### src/hw/rtl/fic_pkg.sv
// ----------------------------------------------------------------------------
// fic_pkg
// Shared types and constants for the Fenwick-tree inversion counter.
// ----------------------------------------------------------------------------
package fic_pkg;

  localparam int unsigned RankW  = 11;  // rank field width
  localparam int unsigned TreeW  = 11;  // tree entry width, wraps
  localparam int unsigned TotalW = 20;  // running total, saturating
  localparam int unsigned OutW   = 19;  // emitted total, saturating

  typedef enum logic [2:0] {
    ST_CLEAR,
    ST_IDLE,
    ST_QUERY,
    ST_UPDATE,
    ST_FINISH
  } fic_state_e;

  // controller -> datapath
  typedef struct packed {
    logic load;      // capture the incoming word
    logic query;     // walk the prefix-sum path
    logic upd_init;  // reload the position for the update walk
    logic update;    // walk the increment path
    logic emit;      // present the total and zero it
    logic clear;     // sweep one tree entry to zero
  } fic_cmd_t;

  // datapath -> controller
  typedef struct packed {
    logic rank_ok;
    logic last;
    logic q_done;
    logic u_done;
    logic clr_done;
  } fic_status_t;

endpackage

### src/hw/rtl/fic_ctrl.sv
// ----------------------------------------------------------------------------
// fic_ctrl
// Sequencer: tree clear, prefix query, increment walk, result emission.
// ----------------------------------------------------------------------------
module fic_ctrl import fic_pkg::*; (
  input  logic        clk_i,
  input  logic        rst_ni,
  input  logic        start_i,
  input  fic_status_t status_i,
  output fic_cmd_t    cmd_o,
  output logic        busy_o
);

  fic_state_e state_q, state_d;

  always_ff @(posedge clk_i or negedge rst_ni) begin
    if (!rst_ni) begin
      state_q <= ST_CLEAR;
    end else begin
      state_q <= state_d;
    end
  end

  always_comb begin
    state_d = state_q;
    unique case (state_q)
      ST_CLEAR: begin
        if (status_i.clr_done) state_d = ST_IDLE;
      end
      ST_IDLE: begin
        if (start_i) state_d = ST_QUERY;
      end
      ST_QUERY: begin
        if (!status_i.rank_ok) begin
          state_d = ST_FINISH;
        end else if (status_i.q_done) begin
          state_d = ST_UPDATE;
        end
      end
      ST_UPDATE: begin
        if (status_i.u_done) state_d = ST_FINISH;
      end
      ST_FINISH: begin
        state_d = status_i.last ? ST_CLEAR : ST_IDLE;
      end
      default: state_d = ST_CLEAR;
    endcase
  end

  always_comb begin
    cmd_o  = '0;
    busy_o = 1'b1;
    unique case (state_q)
      ST_CLEAR: begin
        cmd_o.clear = 1'b1;
      end
      ST_IDLE: begin
        busy_o     = 1'b0;
        cmd_o.load = start_i;
      end
      ST_QUERY: begin
        cmd_o.query    = status_i.rank_ok;
        cmd_o.upd_init = status_i.rank_ok & status_i.q_done;
      end
      ST_UPDATE: begin
        cmd_o.update = 1'b1;
      end
      ST_FINISH: begin
        cmd_o.emit = status_i.last;
      end
      default: begin
        busy_o = 1'b1;
      end
    endcase
  end

endmodule

### config.mk
export PLATFORM = sky130hd
export DESIGN_NAME = fic_ctrl
export DESIGN_NICKNAME = d
export VERILOG_FILES = /design/src/hw/rtl/fic_pkg.sv /design/src/hw/rtl/fic_ctrl.sv
export SDC_FILE = /design/constraint.sdc
export NUM_CORES = 1
export LEC_CHECK = 0
export ABC_AREA = 1
export BUFFER_PORTS_ARGS = -buffer_cell sky130_fd_sc_hd__buf_2
export CORE_AREA = 4 4 41 43
export CTS_CLUSTER_SIZE = 28
export DETAILED_ROUTE_END_ITERATION = 7
export DIE_AREA = 0 0 45 47
export PLACE_DENSITY = 0.43
export RECOVER_POWER = 25
export SKIP_LAST_GASP = 1
export SYNTH_ARGS = -nofsm -noshare
export SYNTH_HDL_FRONTEND = slang
export SYNTH_SLANG_ARGS = --single-unit
### constraint.sdc
create_clock -name clk_i -period 3.13 [get_ports clk_i]
set_clock_uncertainty 0.05 [all_clocks]
set_input_delay 0.1565 -clock clk_i [delete_from_list [all_inputs] [get_ports clk_i]]
set_output_delay 0.1565 -clock clk_i [all_outputs]
set_load 0.02 [all_outputs]
# Word level (Yosys, flattened, before mapping)
# Cells that the tools add are included.
# word_totals
regBits,3
input_bits,8
out_inout_bits,7
elab_cells,25
# op_classes
eq_ne,8
muxes,13
n_bitwise,1
reduce_logical,2
# ops
op,count
3-bit 2-to-1 mux,5
3-bit one-hot mux with 5 select lines,1
"3-bit by 2-bit == test with 1-bit output, second input constant",2
1-bit 2-to-1 mux,6
"2-bit != test, second input constant",3
4-bit AND reduction,1
"3-bit by 1-bit == test with 1-bit output, second input constant",1
"3-bit == test, second input constant",1
3-bit logical NOT,1
"3-bit != test, second input constant",1
2-bit 2-to-1 mux,1
1-bit AND,1

# Logic depth before layout (Yosys ltp)
# Gate-level depths: netlist of run 1.
# logic_depth
ltp_word,3
depth_mapped,8
depth_no_buf,8

# Least setup slack after synthesis of run 1
# No wires, ideal clock.
# synth_timing
kind,reg2out
start,register state_q[2]
end,output port cmd_o[3] (netlist name)
arrival_ns,1.209
required_ns,2.924
slack_ns,1.714
path_stages_with_launch,3
path_buffers,1
cell_sequence,dfrtp_1 > buf_6 > nor4_1
# synth_lines
item,line,source
"start, declared",fic_ctrl.sv:14,"fic_state_e state_q, state_d;"
"start signal, assigned",fic_ctrl.sv:20,state_q <= state_d;
"end, declared",fic_ctrl.sv:10,"output fic_cmd_t cmd_o,"

==> impl_metrics.yaml, run 1 <==
outcome:
  status: "finished, final reports clean"
sta:
  fmaxAchievable_ghz: 0.656
  maxSlewHeadroom: 0.805
  drv_slew: 0
  fin_hold_ws_ns: 0.209
  rsz0062_at_grt: "false"
  hold_viol_final: 0
  min_period_ns: 1.52
  period_share: 0.487
  worst_pin_slew_ns: 0.293
  fin_tns_setup_ns: 0
  setup_viol: 0
power:
  p_sw_uw: 201
  ir_worst_vdd_v: 0.000336
  leakagePower_nw: 0.212
  power_density_mw_per_mm2: 1030
  power_frac_comb: 0.586
  seqPwrFrac: 0.242
  clockPowerShare: 0.173
  switching_share: 0.522
  p_int_uw: 184
  power.total_uw: 385
global_routing:
  grt.total_usage: 0.0744
  grt_max_degree: 9
  grt_pass1_wl_um: 1080
  grt_pass1_vias: 269
  grt_remaining_overflow: 0
  antenna_found_initial: 0
route:
  wl_um: 667
  post_drt_wl_per_cell_um: 8.89
  drtAntennaViolNets: 0
  avgViaCountPerCell: 4.00
  first_iter_violations: 3
  drc: 0
  drtPass1Iterations: 4
  vias: 300
logic_synthesis:
  synth_cell_type_count: 15
  async_flop_share: 1.00
  synth_area_per_cell_um2: 6.23
  syn_area_um2: 262
  synth_ff_type: "dfrtp_1"
  synthesis.nets: 50
  synth-seq-cells: 3
  synth_warnings: 0
  synth-seq-area-share: 0.287
  synthCells: 42
  synth-edff-count: 0
setup_path:
  critical_path_class: "flip-flop to output port"
  critical_path_buf_inv_count: 2
  crit_chain: "nor3_1, inv_1, nor2_1, buf_2"
  critPathSlowestCell: "dfrtp_1"
  slowest_delay_ns: 0.47
  crit_fanout: 8
  cp.required_ns: 2.92
  worst-endpoint-arrival_ns: 1.32
  start_kind: "flip-flop"
  crit_path_end_kind: "output port"
  crit_family: "flip-flops"
final_layout:
  finalNetCount: 69
  syn2layout_area_growth_pct: 43.1
  drive_gt1_frac: 0.400
  mostFrequentLayoutCells: "13 x buf_2, 8 x nand2_1, 7 x nor2_1"
  largest_reg_flops: 3
  final_common_cell: "buf_2"
  final_util: 0.288
  top_regs: "state_q: 3 flops"
  n_fill_cell: 167
  regMostFlops: "state_q"
  antenna_cells: 0
floorplanning:
  coreArea_mm2: 0.00130
  start_util: 0.201
  dieArea_mm2: 0.00212
  die_x_um: 45
  row_count: 13
  die_h_um: 47
  num_io_pins: 15
place:
  io_buffers: 14
  hpwlAfterDp_um: 556
  routabilityCongestion: 0.791
cts:
  cts.sink_count: 3
  clock-root-buffer: "clkbuf_4"
  clk_pin_slew_ns: 0.04
  cts_tree: "yes"
  max-clock-path-buffers: 2
  cts_htree_levels: 1
  clk_latency_ns: 0.23
  numCtsBuffers: 3
hold_path:
  hp-class: "input port to async pin"
run:
  maxCapViolations: 0
## layer usage
layer  up-vias  GRT usage  wire (um)
met4         0     0.0526          0
met3         0     0.0421         60
met1       123     0.0959        318
li1        166          -          -
met5         -          0          0
met2        11     0.0904        288
## worst register-to-register path: stages (launching register included)
cell and delay (ns):
dfrtp_1 0.50, inv_2 0.06, nand3_1 0.10, nor2_1 0.06, nor2_2 0.15, nand2_2 0.08, nand2_1 0.05, nand2_1 0.05
## final cells by class
class	instances	area (um^2)	share of cell area
multi-input cells	30	145	0.388
repair buffers	15	78.8	0.211
flip-flops and latches	3	75.1	0.201
inverters	8	30.0	0.0803
well taps	15	18.8	0.0502
clock buffers	4	26.3	0.0702
## cell usage after synthesis (2+ instances only)
| master | instances | area [um^2] |
|---|---|---|
| nor2_1 | 7 | 26.3 |
| nand3_1 | 4 | 20.0 |
| nor2_2 | 3 | 18.8 |
| dfrtp_1 | 3 | 75.1 |
| o21ai_0 | 2 | 10.0 |
| inv_1 | 5 | 18.8 |
| nand2_1 | 8 | 30.0 |
| inv_2 | 3 | 11.3 |
## through the flow
stage	setup WS (ns)	cells	instance area, um^2
2_1_floorplan	1.71	42	262
3_3_place_gp	1.89	70	339
3_5_place_dp	1.84	70	339
4_1_cts	1.59	75	375
5_1_grt	1.47	75	374
6_report	1.61	75	374
## power groups by stage
stage	Sequential [mW]	Clock, mW	Combinational, mW
floorplan	0.0747	0	0.193
global route	0.0971	0.0733	0.255
detailed placement	0.0940	0	0.227
global placement	0.0931	0	0.230
CTS	0.0937	0.0694	0.228
finish	0.0930	0.0666	0.226
## cells by family after synthesis
family | synth area share
AOI/OAI and AO/OA | 0.0574
buffers and inverters | 0.158
DFF | 0.287
and+or+nand+nor | 0.498
## path summary, 6_finish.rpt
check	start	to	slack [ns]	depth (start not counted)
worst max-delay path	state_q[2]	cmd_o[5]	1.61	4
worst min-delay path	rst_ni	state_q[1]	0.21	2
worst max register to register	state_q[2]	state_q[0]	1.93	7
worst min register to register	state_q[0]	state_q[0]	0.53	2
max in group asynchronous	rst_ni	state_q[2]	2.67	2
min in group clk_i	status_i[3]	state_q[0]	0.22	4
## repair_timing
action,4_1_cts,5_1_grt
setup endpoints to repair,0,0
hold buffers,1,0
endpoints found under the hold margin,3,0
resized for setup,0,0
setup buffers,0,0
No activity file was read; power rests on OpenSTA's default activity.
==> inputs of run 2 (changes only) <==
- clock period: 3.13 -> 1.45 ns (I/O delays scaled with it)
==> run 2 against run 1 <==
Wire length increased by 1.5%; sequential power increased by 130%; global-route usage increased by 0.70 points; non-clock buffer count unchanged; worst setup slack got worse by 1.5 ns; combinational power increased by 120%; largest cell class unchanged; highest routed layer is now met4.
==> impl_metrics.yaml, run 2 (synthesis results as in run 1) <==
cts:
  max-clock-path-buffers: 2
  clk_pin_slew_ns: 0.04
  clk_latency_ns: 0.23
  numCtsBuffers: 3
  cts.sink_count: 3
  cts_htree_levels: 1
  cts_tree: "yes"
  cts_setup_buffers: 0
  clock-root-buffer: "clkbuf_4"
setup_path:
  worst-endpoint-arrival_ns: 1.24
  crit_chain: "nor3_2, inv_1, nor2_1, buf_2"
  crit_path_end_kind: "output port"
  r2r-start: "state_q[2]"
  cp.required_ns: 1.33
  critPathSlowestCell: "dfrtp_2"
  crit_fanout: 8
  rr_endpoint: "state_q[0]"
  start_kind: "flip-flop"
  critical_path_class: "flip-flop to output port"
  rrSetupSlack_ns: 0.28
  reg2regPathDepth: 6
  crit_family: "flip-flops"
  slowest_delay_ns: 0.47
  critical_path_buf_inv_count: 2
route:
  avgViaCountPerCell: 4.09
  vias: 307
  first_iter_violations: 4
  wl_um: 677
  post_drt_wl_per_cell_um: 9.03
  drtPass1Iterations: 4
  drtAntennaViolNets: 0
  drc: 0
floorplanning:
  die_x_um: 45
  start_util: 0.201
  num_io_pins: 15
  row_count: 13
  coreArea_mm2: 0.00130
  dieArea_mm2: 0.00212
  die_h_um: 47
global_routing:
  grt_max_degree: 9
  grt_util_met2: 0.0932
  grt_remaining_overflow: 0
  grt.busiest_layer: "met1"
  grt_pass1_wl_um: 1160
  use_met1: 0.102
  antenna_found_initial: 0
  grt_pass1_vias: 281
  gr-usage-met3: 0.0383
  grt.total_usage: 0.0814
sta:
  min_period_ns: 1.37
  rsz0062_at_grt: "true"
  period_share: 0.942
  setup_viol: 0
  maxSlewHeadroom: 0.863
  worst_slack_ns: 0.0841
  hold_viol_final: 0
  fmaxAchievable_ghz: 0.732
  fin_tns_setup_ns: 0
  drv_slew: 0
  worst_pin_slew_ns: 0.204
place:
  io_buffers: 14
  dp_slack_ns: 0.218
  hpwlAfterDp_um: 532
  routabilityCongestion: 0.797
  dpl_cell_area_um2: 339
final_layout:
  mostFrequentLayoutCells: "13 x buf_2, 8 x nand2_1, 7 x nor2_1"
  syn2layout_area_growth_pct: 48.3
  top_regs: "state_q: 3 flops"
  regMostFlops: "state_q"
  drive_gt1_frac: 0.467
  largest_reg_flops: 3
  antenna_cells: 0
  final_util: 0.298
  finalNetCount: 69
  final_area_um2: 388
  final_common_cell: "buf_2"
power:
  leakagePower_nw: 0.212
  power.total_uw: 854
  ir_worst_vdd_v: 0.000920
  power_density_mw_per_mm2: 2200
hold_path:
  hp-class: "input port to async pin"
outcome:
  status: "finished, final reports clean"
run:
  maxCapViolations: 0
-- run 2: cell type report --
type | instances | area, um^2
multi-input cells | 30 | 156
well taps | 15 | 18.8
inverters | 8 | 30.0
fillers | 160 | 913
repair buffers | 15 | 78.8
clock buffers | 4 | 26.3
flip-flops and latches | 3 | 77.6
-- run 2: timing repair --
| item | CTS | global route |
|---|---|---|
| setup endpoints to repair | 1 | 2 |
| gates resized for setup | 1 | 3 |
| endpoints found under the hold margin | 3 | 0 |
| hold buffers | 1 | 0 |
| gates cloned | 0 | 0 |
-- run 2: per-stage QoR --
step | hold WS [ns] | std cells
CTS | 0.107 | 75
global placement | -0.180 | 70
finish | 0.120 | 75
global route | 0.142 | 75
detailed placement | -0.181 | 70
floorplan | -0.273 | 42
-- run 2: how the worst max path moves through the flow --
stage	startpoint	depth (start not counted)	endpoint	slack, ns
after floorplan	state_q[2]	2	cmd_o[3]	0.12
after global placement	state_q[2]	4	cmd_o[5]	0.22
after detailed placement	state_q[2]	4	cmd_o[5]	0.22
after CTS	state_q[2]	4	cmd_o[5]	0.03
after global routing	state_q[2]	4	cmd_o[5]	-0.01
final	state_q[2]	4	cmd_o[5]	0.08
-- run 2: power breakdown --
group          leakage (nW)  switching [mW]  internal (mW)  total, mW
clock network        0.0150          0.0430          0.103      0.146
registers            0.0352          0.0823          0.131      0.213
logic                 0.162           0.320          0.175      0.494
-- run 2: metal layers --
layer  part of all wire  up-vias
met1               0.48      120
met4              0.024        0
met5                  0        -
li1                   -      168
met2               0.41       16
met3              0.087        3
